**src/rtl/ctg_pkg.sv**
```systemverilog
// Shared constants, types and a helper function of the cycloid trot gait generator.
package ctg_pkg;

  // Quarter-wave resolution and frame counter width
  localparam int PHASE_STEPS = 1024;
  localparam int FRAME_BITS  = 16;

  // Derived widths
  localparam int JW   = $clog2(PHASE_STEPS + 1);
  localparam int QW   = $clog2(5 * PHASE_STEPS + 1);
  localparam int S8W  = FRAME_BITS + 9;
  localparam int PW   = 17;
  localparam int XDIV_STEPS = 30;
  localparam int XSHIFT = XDIV_STEPS - $clog2(PHASE_STEPS);
  localparam int PDIV_STEPS = 16;
  localparam int CNTW = $clog2(PDIV_STEPS + 1);
  localparam int ADDR_W = 5;

  localparam logic [QW-1:0] PS_Q   = QW'(PHASE_STEPS);
  localparam logic [QW-1:0] PS2_Q  = QW'(2 * PHASE_STEPS);
  localparam logic [QW-1:0] PS3_Q  = QW'(3 * PHASE_STEPS);
  localparam logic [QW-1:0] PS4_Q  = QW'(4 * PHASE_STEPS);

  // Fixed-point constants
  localparam logic [16:0] ONE_Q16    = 17'd65536;
  localparam logic [31:0] INV_TWO_PI = 32'd10430;
  localparam logic [31:0] SIN_A = 32'd1686629713;
  localparam logic [31:0] SIN_B = 32'd693598667;
  localparam logic [31:0] SIN_C = 32'd85569306;
  localparam logic [31:0] SIN_D = 32'd5026994;
  localparam logic [31:0] SIN_E = 32'd172272;

  // Register indexes
  localparam logic [2:0] REG_SWING_WIDTH  = 3'd0;
  localparam logic [2:0] REG_SWING_HEIGHT = 3'd1;
  localparam logic [2:0] REG_SWING_DUTY   = 3'd2;
  localparam logic [2:0] REG_REST_X       = 3'd3;
  localparam logic [2:0] REG_REST_Z       = 3'd4;

  // Request kinds
  localparam logic REQ_START = 1'b0;

  typedef struct packed {
    logic [11:0] swing_width;
    logic [11:0] swing_height;
    logic [8:0]  swing_duty;
    logic [12:0] rest_x;
    logic [12:0] rest_z;
  } cfg_t;

  typedef enum logic [4:0] {
    OP_NOP, OP_LATCH, OP_START, OP_REST, OP_S8, OP_HELD, OP_PINIT, OP_DIV,
    OP_Q, OP_AINIT, OP_X2, OP_X2B, OP_HMUL, OP_HSUB, OP_VMUL, OP_VFIN,
    OP_ADONE, OP_SUBMUL, OP_KX, OP_SCL1, OP_SCL2, OP_SCL3, OP_SCL4, OP_EMIT,
    OP_ADV
  } op_t;

  typedef enum logic [4:0] {
    ST_IDLE, ST_DECIDE, ST_REST, ST_S8, ST_CHECK, ST_HELD, ST_PINIT, ST_PDIV,
    ST_Q, ST_AINIT, ST_XDIV, ST_X2, ST_X2B, ST_HMUL, ST_HSUB, ST_VMUL, ST_VFIN,
    ST_ADONE, ST_SUBMUL, ST_KX, ST_SCL1, ST_SCL2, ST_SCL3, ST_SCL4, ST_EMIT,
    ST_ADV
  } state_t;

  typedef struct packed {
    logic req_type;
    logic move_to_rest;
    logic periods_zero;
    logic compute;
    logic psat;
    logic div_last;
    logic j_full;
    logic sel;
    logic h_last;
    logic out_free;
  } status_t;

  // Horner coefficients, innermost step first
  function automatic logic [31:0] horner_coef(input logic [1:0] idx);
    logic [31:0] c;
    case (idx)
      2'd0:    c = SIN_D;
      2'd1:    c = SIN_C;
      2'd2:    c = SIN_B;
      default: c = SIN_A;
    endcase
    return c;
  endfunction

endpackage

```
**src/rtl/ctg_regs.sv**
```systemverilog
// Configuration register file behind the APB-style port.
module ctg_regs (
  input  logic                       clk,
  input  logic                       rst,
  input  logic                       psel,
  input  logic                       penable,
  input  logic                       pwrite,
  input  logic [ctg_pkg::ADDR_W-1:0] paddr,
  input  logic [31:0]                pwdata,
  output logic [31:0]                prdata,
  output logic                       pready,
  output ctg_pkg::cfg_t              cfg
);
  import ctg_pkg::*;

  logic       wr;
  logic [2:0] idx;

  assign pready = 1'b1;
  assign wr     = psel & penable & pwrite;
  assign idx    = paddr[ADDR_W-1:2];

  // Register writes; unknown indexes are ignored
  always_ff @(posedge clk) begin
    if (rst) begin
      cfg.swing_width  <= 12'd400;
      cfg.swing_height <= 12'd300;
      cfg.swing_duty   <= 9'd128;
      cfg.rest_x       <= 13'd0;
      cfg.rest_z       <= 13'd0;
    end else if (wr) begin
      case (idx)
        REG_SWING_WIDTH:  cfg.swing_width  <= pwdata[11:0];
        REG_SWING_HEIGHT: cfg.swing_height <= pwdata[11:0];
        REG_SWING_DUTY:   cfg.swing_duty   <= pwdata[8:0];
        REG_REST_X:       cfg.rest_x       <= pwdata[12:0];
        REG_REST_Z:       cfg.rest_z       <= pwdata[12:0];
        default: ;
      endcase
    end
  end

  // Read-back
  always_comb begin
    case (idx)
      REG_SWING_WIDTH:  prdata = {20'd0, cfg.swing_width};
      REG_SWING_HEIGHT: prdata = {20'd0, cfg.swing_height};
      REG_SWING_DUTY:   prdata = {23'd0, cfg.swing_duty};
      REG_REST_X:       prdata = {19'd0, cfg.rest_x};
      REG_REST_Z:       prdata = {19'd0, cfg.rest_z};
      default:          prdata = 32'd0;
    endcase
  end

endmodule

```
**src/rtl/ctg_ctrl.sv**
```systemverilog
// Sequencer that steps the datapath through one request.
module ctg_ctrl (
  input  logic             clk,
  input  logic             rst,
  input  logic             in_valid,
  output logic             in_ready,
  input  ctg_pkg::status_t st,
  output ctg_pkg::op_t     op
);
  import ctg_pkg::*;

  state_t state, state_next;

  // State register
  always_ff @(posedge clk) begin
    if (rst) begin
      state <= ST_IDLE;
    end else begin
      state <= state_next;
    end
  end

  // Next state and command
  always_comb begin
    state_next = state;
    op         = OP_NOP;
    in_ready   = 1'b0;
    case (state)
      ST_IDLE: begin
        in_ready = 1'b1;
        if (in_valid) begin
          op         = OP_LATCH;
          state_next = ST_DECIDE;
        end
      end
      ST_DECIDE: begin
        if (st.req_type == REQ_START) begin
          op         = OP_START;
          state_next = st.move_to_rest ? ST_REST : ST_IDLE;
        end else if (st.periods_zero) begin
          state_next = ST_REST;
        end else begin
          state_next = ST_S8;
        end
      end
      ST_REST: begin
        if (st.out_free) begin
          op         = OP_REST;
          state_next = ST_IDLE;
        end
      end
      ST_S8: begin
        op         = OP_S8;
        state_next = ST_CHECK;
      end
      ST_CHECK: state_next = st.compute ? ST_PINIT : ST_HELD;
      ST_HELD: begin
        if (st.out_free) begin
          op         = OP_HELD;
          state_next = ST_ADV;
        end
      end
      ST_PINIT: begin
        op         = OP_PINIT;
        state_next = ST_PDIV;
      end
      ST_PDIV: begin
        if (st.psat) begin
          state_next = ST_Q;
        end else begin
          op = OP_DIV;
          if (st.div_last) state_next = ST_Q;
        end
      end
      ST_Q: begin
        op         = OP_Q;
        state_next = ST_AINIT;
      end
      ST_AINIT: begin
        op         = OP_AINIT;
        state_next = ST_XDIV;
      end
      ST_XDIV: state_next = st.j_full ? ST_ADONE : ST_X2;
      ST_X2: begin
        op         = OP_X2;
        state_next = ST_X2B;
      end
      ST_X2B: begin
        op         = OP_X2B;
        state_next = ST_HMUL;
      end
      ST_HMUL: begin
        op         = OP_HMUL;
        state_next = ST_HSUB;
      end
      ST_HSUB: begin
        op         = OP_HSUB;
        state_next = st.h_last ? ST_VMUL : ST_HMUL;
      end
      ST_VMUL: begin
        op         = OP_VMUL;
        state_next = ST_VFIN;
      end
      ST_VFIN: begin
        op         = OP_VFIN;
        state_next = ST_ADONE;
      end
      ST_ADONE: begin
        op         = OP_ADONE;
        state_next = st.sel ? ST_SUBMUL : ST_AINIT;
      end
      ST_SUBMUL: begin
        op         = OP_SUBMUL;
        state_next = ST_KX;
      end
      ST_KX: begin
        op         = OP_KX;
        state_next = ST_SCL1;
      end
      ST_SCL1: begin
        op         = OP_SCL1;
        state_next = ST_SCL2;
      end
      ST_SCL2: begin
        op         = OP_SCL2;
        state_next = ST_SCL3;
      end
      ST_SCL3: begin
        op         = OP_SCL3;
        state_next = ST_SCL4;
      end
      ST_SCL4: begin
        op         = OP_SCL4;
        state_next = ST_EMIT;
      end
      ST_EMIT: begin
        if (st.out_free) begin
          op         = OP_EMIT;
          state_next = ST_ADV;
        end
      end
      ST_ADV: begin
        op         = OP_ADV;
        state_next = ST_IDLE;
      end
      default: state_next = ST_IDLE;
    endcase
  end

endmodule

```
**src/rtl/ctg_dp.sv**
```systemverilog
// Datapath: gait counters, shared multiplier, shift-subtract divider, sine
// polynomial and the output register.
module ctg_dp (
  input  logic             clk,
  input  logic             rst,
  input  ctg_pkg::op_t     op,
  output ctg_pkg::status_t st,
  input  ctg_pkg::cfg_t    cfg,
  input  logic             in_type,
  input  logic [15:0]      in_frames,
  input  logic [14:0]      in_repeat,
  input  logic             in_move,
  output logic             out_valid,
  input  logic             out_ready,
  output logic [55:0]      out_pose,
  output logic             out_fin
);
  import ctg_pkg::*;

  // Latched request
  logic                  lat_type, lat_move;
  logic [15:0]           lat_frames;
  logic [14:0]           lat_repeat;
  // Gait state
  logic [FRAME_BITS-1:0] frame_position, frame_total;
  logic [14:0]           periods_left;
  // Working registers
  logic [S8W-1:0]        s8, rem, dvs;
  logic [XDIV_STEPS-1:0] quo;
  logic [CNTW-1:0]       cnt;
  logic                  swing, psat, j_full, neg, sel;
  logic [PW-1:0]         p, m, kx, kz;
  logic [QW-1:0]         qbase;
  logic [29:0]           x, x2;
  logic [31:0]           t;
  logic [1:0]            hcnt;
  logic signed [17:0]    sn, cs;
  logic [11:0]           tx, tw, th;
  logic [63:0]           prod;
  logic [31:0]           mul_a, mul_b;

  // Combinational helpers
  logic [8:0]            duty_c;
  logic [S8W-1:0]        i8, num;
  logic [S8W:0]          rem2;
  logic                  ge;
  logic [PW-1:0]         p_val;
  logic [QW-1:0]         q0, qc, q;
  logic [1:0]            quad;
  logic [QW-1:0]         r;
  logic [JW-1:0]         j;
  logic [33:0]           vsum;
  logic [19:0]           vq;
  logic [PW-1:0]         mag, sn_mag;
  logic signed [17:0]    aval;
  logic [14:0]           sub_mag;
  logic signed [19:0]    kx_s;
  logic signed [18:0]    kz_s;
  logic [32:0]           rnd;
  logic signed [13:0]    rx, rz, ax, az, bx, bz;
  logic [FRAME_BITS:0]   pos_inc;
  logic                  out_free;

  assign out_free = !out_valid || out_ready;

  // Duty clamped to 1..256
  always_comb begin
    if (cfg.swing_duty == 9'd0) begin
      duty_c = 9'd1;
    end else if (cfg.swing_duty > 9'd256) begin
      duty_c = 9'd256;
    end else begin
      duty_c = cfg.swing_duty;
    end
  end

  assign i8       = S8W'({frame_position, 8'd0});
  assign num      = (i8 <= s8) ? i8 : (i8 - s8);
  assign rem2     = {rem, 1'b0};
  assign ge       = rem2 >= {1'b0, dvs};
  assign p_val    = psat ? ONE_Q16 : {1'b0, quo[15:0]};
  assign pos_inc  = {1'b0, frame_position} + 1'b1;

  // Angle decomposition into quadrant and quarter index
  always_comb begin
    q0 = (prod[14 +: QW] == PS4_Q) ? '0 : prod[14 +: QW];
    if (sel) begin
      qc = qbase + PS_Q;
      if (qc >= PS4_Q) qc = qc - PS4_Q;
      q = qc;
    end else begin
      qc = '0;
      q  = q0;
    end
    if (q >= PS3_Q) begin
      quad = 2'd3;
      r    = q - PS3_Q;
    end else if (q >= PS2_Q) begin
      quad = 2'd2;
      r    = q - PS2_Q;
    end else if (q >= PS_Q) begin
      quad = 2'd1;
      r    = q - PS_Q;
    end else begin
      quad = 2'd0;
      r    = q;
    end
    j = quad[0] ? JW'(PS_Q - r) : JW'(r);
  end

  // Polynomial finish, magnitudes, phase terms and rounding
  always_comb begin
    vsum    = prod[63:30] + 34'd8192;
    vq      = vsum[33:14];
    mag     = j_full ? ONE_Q16 : m;
    aval    = neg ? -$signed({1'b0, mag}) : $signed({1'b0, mag});
    sn_mag  = sn[17] ? PW'(-sn) : PW'(sn);
    sub_mag = 15'((prod[31:0] + 32'd32768) >> 16);
    kx_s    = $signed({3'd0, p}) -
              (sn[17] ? -$signed({5'd0, sub_mag}) : $signed({5'd0, sub_mag}));
    kz_s    = $signed({2'd0, ONE_Q16}) - $signed({cs[17], cs});
    rnd     = {1'b0, prod[31:0]} + 33'd32768;
    rx      = {cfg.rest_x[12], cfg.rest_x};
    rz      = {cfg.rest_z[12], cfg.rest_z};
    if (swing) begin
      ax = rx - $signed({2'd0, tx});
      az = rz - $signed({2'd0, th});
      bx = rx - $signed({2'd0, tw});
      bz = rz;
    end else begin
      ax = rx - $signed({2'd0, tw});
      az = rz;
      bx = rx - $signed({2'd0, tx});
      bz = rz - $signed({2'd0, th});
    end
  end

  // Shared multiplier operand selection
  always_comb begin
    mul_a = '0;
    mul_b = '0;
    case (op)
      OP_Q:      begin mul_a = 32'(p_val);   mul_b = 32'(PHASE_STEPS); end
      OP_X2:     begin mul_a = {2'd0, quo[29:0]}; mul_b = {2'd0, quo[29:0]}; end
      OP_HMUL:   begin mul_a = {2'd0, x2};   mul_b = t; end
      OP_VMUL:   begin mul_a = {2'd0, x};    mul_b = t; end
      OP_SUBMUL: begin mul_a = 32'(sn_mag);  mul_b = INV_TWO_PI; end
      OP_SCL1:   begin mul_a = 32'(cfg.swing_width);  mul_b = 32'(kx); end
      OP_SCL2:   begin mul_a = 32'(cfg.swing_width);  mul_b = 32'(ONE_Q16 - kx); end
      OP_SCL3:   begin mul_a = 32'(cfg.swing_height); mul_b = 32'(kz); end
      default: ;
    endcase
  end

  // Product register
  always_ff @(posedge clk) begin
    if (op == OP_Q || op == OP_X2 || op == OP_HMUL || op == OP_VMUL ||
        op == OP_SUBMUL || op == OP_SCL1 || op == OP_SCL2 || op == OP_SCL3) begin
      prod <= mul_a * mul_b;
    end
  end

  // Working registers of one frame computation
  always_ff @(posedge clk) begin
    case (op)
      OP_LATCH: begin
        lat_type   <= in_type;
        lat_frames <= in_frames;
        lat_repeat <= in_repeat;
        lat_move   <= in_move;
      end
      OP_S8: s8 <= S8W'(frame_total) * S8W'(duty_c);
      OP_PINIT: begin
        swing <= i8 <= s8;
        psat  <= num >= s8;
        rem   <= num;
        dvs   <= s8;
        cnt   <= CNTW'(PDIV_STEPS);
        sel   <= 1'b0;
      end
      OP_DIV: begin
        rem <= ge ? S8W'(rem2 - {1'b0, dvs}) : rem2[S8W-1:0];
        quo <= {quo[XDIV_STEPS-2:0], ge};
        cnt <= cnt - 1'b1;
      end
      OP_Q: p <= p_val;
      OP_AINIT: begin
        // The table argument j / PHASE_STEPS in Q30 is a plain shift of j.
        if (!sel) qbase <= q0;
        neg    <= quad[1];
        j_full <= j == JW'(PHASE_STEPS);
        quo    <= XDIV_STEPS'({j, {XSHIFT{1'b0}}});
      end
      OP_X2: x <= quo[29:0];
      OP_X2B: begin
        x2   <= prod[59:30];
        t    <= SIN_E;
        hcnt <= 2'd0;
      end
      OP_HSUB: begin
        t    <= horner_coef(hcnt) - prod[61:30];
        hcnt <= hcnt + 1'b1;
      end
      OP_VFIN: m <= (vq > 20'd65535) ? PW'(65535) : PW'(vq);
      OP_ADONE: begin
        if (sel) cs <= aval;
        else     sn <= aval;
        sel <= ~sel;
      end
      OP_KX: begin
        if (kx_s < 0)                          kx <= '0;
        else if (kx_s > $signed({3'd0, ONE_Q16})) kx <= ONE_Q16;
        else                                   kx <= kx_s[PW-1:0];
        kz <= kz_s[PW:1];
      end
      OP_SCL2: tx <= rnd[27:16];
      OP_SCL3: tw <= rnd[27:16];
      OP_SCL4: th <= rnd[27:16];
      default: ;
    endcase
  end

  // Gait counters
  always_ff @(posedge clk) begin
    if (rst) begin
      frame_position <= '0;
      frame_total    <= FRAME_BITS'(1);
      periods_left   <= '0;
    end else if (op == OP_START) begin
      frame_total    <= (lat_frames[FRAME_BITS-1:0] == '0) ? FRAME_BITS'(1)
                                                           : lat_frames[FRAME_BITS-1:0];
      periods_left   <= lat_repeat;
      frame_position <= '0;
    end else if (op == OP_ADV) begin
      if (pos_inc > {1'b0, frame_total}) begin
        frame_position <= '0;
        periods_left   <= periods_left - 1'b1;
      end else begin
        frame_position <= pos_inc[FRAME_BITS-1:0];
      end
    end
  end

  // Output register; every emitted pose is also the held pose
  always_ff @(posedge clk) begin
    if (rst) begin
      out_valid <= 1'b0;
      out_pose  <= '0;
      out_fin   <= 1'b0;
    end else begin
      case (op)
        OP_REST: begin
          out_valid <= 1'b1;
          out_pose  <= {rz, rx, rz, rx};
          out_fin   <= lat_type;
        end
        OP_HELD: begin
          out_valid <= 1'b1;
          out_fin   <= 1'b0;
        end
        OP_EMIT: begin
          out_valid <= 1'b1;
          out_pose  <= {bz, bx, az, ax};
          out_fin   <= 1'b0;
        end
        default: if (out_ready) out_valid <= 1'b0;
      endcase
    end
  end

  // Status toward the sequencer
  always_comb begin
    st.req_type     = lat_type;
    st.move_to_rest = lat_move;
    st.periods_zero = periods_left == '0;
    st.compute      = (i8 <= s8) || (frame_position < frame_total);
    st.psat         = psat;
    st.div_last     = cnt == CNTW'(1);
    st.j_full       = j_full;
    st.sel          = sel;
    st.h_last       = hcnt == 2'd3;
    st.out_free     = out_free;
  end

endmodule

```
**src/rtl/cycloid_trot_gait_generator.sv**
```systemverilog
// Top level of the cycloid trot gait generator.
//
// Channel | Direction | Transfer                | Payload
// s_*     | in        | s_tvalid & s_tready     | tuser req_type; tdata frames, repeats, rest
// m_*     | out       | m_tvalid & m_tready     | tuser finished; tdata four pose fields
// APB     | in        | psel & penable & pwrite | five gait registers at 4*index
//
// A computed frame runs 16 divider steps for the phase (none when it saturates)
// and sequential Horner passes through one multiplier for the sine and cosine.
// Reset is synchronous and needs no clearing pass. A stalled output holds the
// result; new requests are taken meanwhile and each waits only at its own
// output, the emit, held or rest pose.
module cycloid_trot_gait_generator (
  input  logic                       clk,
  input  logic                       rst,
  input  logic                       s_tvalid,
  output logic                       s_tready,
  input  logic [31:0]                s_tdata,  // frames[15:0], repeat_times[30:16], move_to_rest[31]
  input  logic                       s_tuser,  // req_type
  output logic                       m_tvalid,
  input  logic                       m_tready,
  output logic [55:0]                m_tdata,  // pair_a_x, pair_a_z, pair_b_x, pair_b_z, 14 bits each
  output logic                       m_tuser,  // finished
  input  logic                       psel,
  input  logic                       penable,
  input  logic                       pwrite,
  input  logic [ctg_pkg::ADDR_W-1:0] paddr,
  input  logic [31:0]                pwdata,
  output logic [31:0]                prdata,
  output logic                       pready
);
  import ctg_pkg::*;

  cfg_t    cfg;
  status_t st;
  op_t     op;

  // Configuration registers
  ctg_regs u_regs (
    .clk, .rst, .psel, .penable, .pwrite, .paddr, .pwdata, .prdata, .pready, .cfg
  );

  // Sequencer
  ctg_ctrl u_ctrl (
    .clk, .rst, .in_valid(s_tvalid), .in_ready(s_tready), .st, .op
  );

  // Datapath
  ctg_dp u_dp (
    .clk, .rst, .op, .st, .cfg,
    .in_type(s_tuser), .in_frames(s_tdata[15:0]), .in_repeat(s_tdata[30:16]),
    .in_move(s_tdata[31]),
    .out_valid(m_tvalid), .out_ready(m_tready), .out_pose(m_tdata), .out_fin(m_tuser)
  );

endmodule
```
**config.mk**
```make
export PLATFORM = sky130hd
export DESIGN_NAME = cycloid_trot_gait_generator
export DESIGN_NICKNAME = d
export VERILOG_FILES = /design/src/rtl/ctg_pkg.sv /design/src/rtl/ctg_regs.sv /design/src/rtl/ctg_ctrl.sv /design/src/rtl/ctg_dp.sv /design/src/rtl/cycloid_trot_gait_generator.sv
export SDC_FILE = /design/constraint.sdc
export NUM_CORES = 2
export LEC_CHECK = 0
export ABC_AREA = 1
export BUFFER_PORTS_ARGS = -buffer_cell sky130_fd_sc_hd__buf_2
export CORE_MARGIN = 1.5
export CORE_UTILIZATION = 45
export CTS_BUF_LIST = sky130_fd_sc_hd__clkbuf_4 sky130_fd_sc_hd__clkbuf_8 sky130_fd_sc_hd__clkbuf_16
export CTS_CLUSTER_DIAMETER = 80
export CTS_CLUSTER_SIZE = 28
export DETAILED_ROUTE_END_ITERATION = 6
export GPL_TIMING_DRIVEN = 0
export PLACE_DENSITY = 0.66
export SETUP_SLACK_MARGIN = 0.5
export SLEW_MARGIN = 20
export SYNTH_ARGS = -nofsm -noshare
export SYNTH_HDL_FRONTEND = slang
export SYNTH_SLANG_ARGS = --single-unit
```
**constraint.sdc**
```tcl
create_clock -name clk -period 21.7 [get_ports clk]
set_clock_uncertainty 0.2 [all_clocks]
set_input_delay 1.085 -clock clk [delete_from_list [all_inputs] [get_ports clk]]
set_output_delay 1.085 -clock clk [all_outputs]
set_load 0.02 [all_outputs]
```
==> flow_results.org <==
** Status
- Run status :: finished clean

** Place
- Summed over all nets, the half-perimeter wirelength after detailed placement is between 200000 and 250000 um.
- DP Cell Count :: 10994
- Final weighted congestion in routability-driven placement :: 1.03
- Buffers placed on the I/O ports in this run total around 130.

** Floorplan
- 169 I/O pins were placed.
- Effective utilization at floorplan :: 45.5%
- In this run the horizontal extent of the chip is 401 um.
- The floorplan step defined a core boundary enclosing ~160000 um2.
- From bottom edge to top edge, the die measures about 400 um.
- In this run the core area contains 145 standard-cell rows.
- Die ar. :: 161000 um2

** Route
- For this block, the via count after detailed routing is roughly 61000.
- Antenna viol nets, final :: 0
- In this run, the number of DRC markers left after iteration 0 of detailed routing was 7435.
- After detailed routing, the number of vias per cell comes to 5.54.
- Post-route DRC violation count :: 0
- After detailed routing, the total wire length is roughly 270000 um.
- Drt first pass iters :: 7
- Final routed wire length divided by cell count :: around 25 um

** Power
- The worst-case IR drop observed on VDD is 0.0661 mV.
- Total power divided by cell area :: 35.2 nW/um2
- Static leakage :: between 0.03 and 0.04 uW

** Global routing
- Pin count of the biggest net entering global routing :: 40
- Final global-route overflow total :: 0
- The first global-routing pass estimated 399000 um of wire.
- Global routing usage summed across all routing layers :: between 30% and 40%
- The number of antenna violations at the first check in global routing was 13.
- For this run, global-route usage on met3 was measured as 7.98%.
- The global routing stage identified its most utilized layer as met1.
- Fraction of met1 tracks used by global routing :: approximately half
- The number of global-route vias before repair came to between 50000 and 60000.
- Global routing consumed, on the met2 layer, 47.4% of the routing resources.

** Synthesis
- The mapped netlist covers 71400 um2.
- Async SR Flop Fraction :: 0%
- The synthesized design contains 442 enable-type register cells.
- The synthesized netlist contains 72 unique library cells.
- Prevailing post-synth register cell :: edfxtp_1
- In this run, synthesis produced a sequential element count of 611.
- Sequential cell area fraction in the yosys report :: 23.3%
- Synthesis handed over a netlist of 8763 instances.
- After synthesis, the mean cell area works out to 8.14 um2.
- For this run, the number of Yosys warnings is 0.

** STA
- Setup violations remaining at the end of the flow were counted as 0.
- For the final routed database, the setup TNS stands at 0 ns.
- Min Hold Slack :: 0.244 ns
- Slew Limit Headroom :: 17.1%
- Max-slew violations :: 0
- Fmax :: 0.0836 GHz
- In the finished design, the share of the clock period the worst path needs comes to 55.1%.
- Final critical path time including I/O delays and setup :: 11.96 ns
- Number of hold violations in the final report :: 0
- Transition at the pin with the smallest max-transition slack :: 1.24 ns
- Setup repair after global routing left no endpoint under its margin.

** Worst setup path
- Buf/Inv on CP :: 9
- Crit start category :: register
- The worst setup path is captured at a register.
- The cell family contributing the most delay on the critical path is adder cells.
- Most common cell type on the critical path :: fa_1
- Max Fanout on Critical Path :: 26
- Critical path class :: register to register
- Cell with the biggest individual delay on the critical path :: clkbuf_1
- For the worst setup path, the data arrival time is 12.14 ns.
- In this design, the stage delay of the slowest critical-path cell is 0.93 ns.
- Worst Path Required :: 21.89 ns

** Layout
- Nets :: 10476
- Area Growth Syn to Fin :: 7.30%
- Counting the fill cells in the layout gives about 16000.
- In the final layout, the share of cells above drive strength 1 is 4.87%.
- Excluding fillers, the count of instances in the completed layout stands at 11058.

** Clock network
- TritonCTS built the clock tree.
- Total number of clock tree sinks :: 611
- TritonCTS buffer count :: 37
- Clock-pin slew was measured on the worst setup and hold paths at 0.11 ns.
- The tree is rooted in a clkbuf_16.
- Clock Latency Late Sink :: 0.64 ns
- Setup Buffers After CTS :: 0
- Hold repair after CTS inserted 0 buffers.
- In this run, post-CTS repair resized a total of 0 instances.
- No sink is reached through more buffers than the 3 on the longest clock path.
- Total number of H-tree levels :: 2

** Flow run
- Max-cap violations in this run came to 0.

** Hold path
- The worst hold path belongs to the class register to register.
report_power, final:
part	switching [uW]	internal (uW)
combinational	345	157
sequential	46.7	1310
clock	476	365
per-stage QoR:
stage               util [%]  cell area, um2  setup WS, ns  power, uW
finish                  48.8           76600          9.74       2690
global route            48.8           76600          9.60       2800
CTS                     48.8           76600         10.15       2690
detailed placement      48.0           75200         10.19       1870
global placement        47.6           74600          9.63       1850
floorplan                  -           71400         13.42       1690
state kept, by name, summed over array words and instances (netlist names), 18 cells and up:
signal	flops
u_dp.rem	25
u_dp.x2	30
u_dp.t	32
u_dp.prod	48
u_regs.cfg	59
u_dp.quo	30
u_dp.s8	25
u_dp.dvs	25
u_dp.cs	18
u_dp.sn	18
u_dp.out_pose	56
u_dp.x	30
synth_stat cells (8+ instances only):
| cell | instances | area share, % |
|---|---|---|
| o22ai_1 | 9 | 0.079 |
| ha_1 | 484 | 8.5 |
| o21a_1 | 24 | 0.25 |
| o211ai_1 | 53 | 0.56 |
| a31oi_1 | 30 | 0.26 |
| a21o_1 | 13 | 0.14 |
| buf_1 | 12 | 0.063 |
| o21ai_0 | 357 | 2.5 |
| edfxtp_1 | 442 | 19 |
| o21bai_1 | 16 | 0.17 |
| or2_2 | 25 | 0.22 |
| inv_1 | 1926 | 10 |
| a221oi_1 | 22 | 0.27 |
| nor4_1 | 40 | 0.35 |
| a21oi_1 | 385 | 2.7 |
| nand3_1 | 228 | 1.6 |
| inv_2 | 24 | 0.13 |
| a22oi_1 | 17 | 0.18 |
| nor2_1 | 812 | 4.3 |
| nand3b_1 | 10 | 0.11 |
| xnor2_1 | 72 | 0.88 |
| a211oi_1 | 25 | 0.26 |
| o221ai_1 | 10 | 0.12 |
| buf_6 | 11 | 0.17 |
| buf_4 | 21 | 0.22 |
| xor2_1 | 161 | 2.0 |
| nand4_1 | 63 | 0.55 |
| nor3_1 | 77 | 0.54 |
| fa_1 | 940 | 26 |
| o2111ai_1 | 8 | 0.098 |
| a21boi_0 | 8 | 0.084 |
| clkinv_1 | 19 | 0.10 |
| clkbuf_1 | 202 | 1.1 |
| buf_2 | 57 | 0.40 |
| dfxtp_1 | 169 | 4.7 |
| nand2_1 | 1883 | 9.9 |
cell families (layout without fill, tap and decap cells):
family                   Yosys count  after routing  share of synthesized area, %
AO/OA/AOI/OAI                   1035           1035                          8.46
buffers and inverters           2274           2491                          12.3
other                              2             22                        0.0105
adder cells (fa/ha/maj)         1424           1424                          34.9
flip-flops                       611            611                          23.3
XOR/XNOR                         233            233                          2.86
AND/OR/NAND/NOR                 3179           3179                          18.1
multiplexers                       5              5                        0.0701
layout by cell type, fill, tap and decap left out, types with 37 or more instances in the layout:
cell type,count
inv_1,1926
nand2_1,1880
fa_1,940
nor2_1,801
ha_1,484
edfxtp_1,442
a21oi_1,384
o21ai_0,357
nand3_1,228
clkbuf_1,191
buf_2,185
dfxtp_1,169
xor2_1,161
nor3_1,77
xnor2_1,72
nand4_1,63
o211ai_1,53
clkbuf_16,38
nor4_1,37
area by class of cell:
type,instances,area (um2),area share [%]
Sequential cell,611,16700,21.8
Timing Repair Buffer,154,1030,1.34
Antenna cell,1,2.50,0.00327
Multi-Input combinational cell,5897,46200,60.4
Buffer,303,1380,1.81
Clock buffer,39,958,1.25
Clock inverter,24,343,0.448
Tap cell,2058,2570,3.36
Inverter,1971,7410,9.67
routing by layer:
layer	vias up	part of all wire, %
met5	-	0.043
met4	18	3.5
met3	415	11
met2	3153	40
met1	30268	45
li1	27413	-
final timing paths:
path	start	end	slack, ns	depth (start not counted)
worst max register to register	u_ctrl.state[2]	u_dp.prod[55]	9.74	33
worst min-delay path	u_dp.quo[21]	u_dp.x[21]	0.24	0
worst min register to register	u_dp.quo[21]	u_dp.x[21]	0.24	0
worst max-delay path	u_ctrl.state[2]	u_dp.prod[55]	9.74	33
worst reg2reg max path: cells and delay by family (launching register included):
family | cells | cell delay, ns
fa+ha+maj | 9 | 4.75
buf+inv | 9 | 2.47
simple gates | 9 | 2.13
compound gates | 6 | 1.89
flops | 1 | 0.31
No activity file was read; power rests on OpenSTA's default activity.
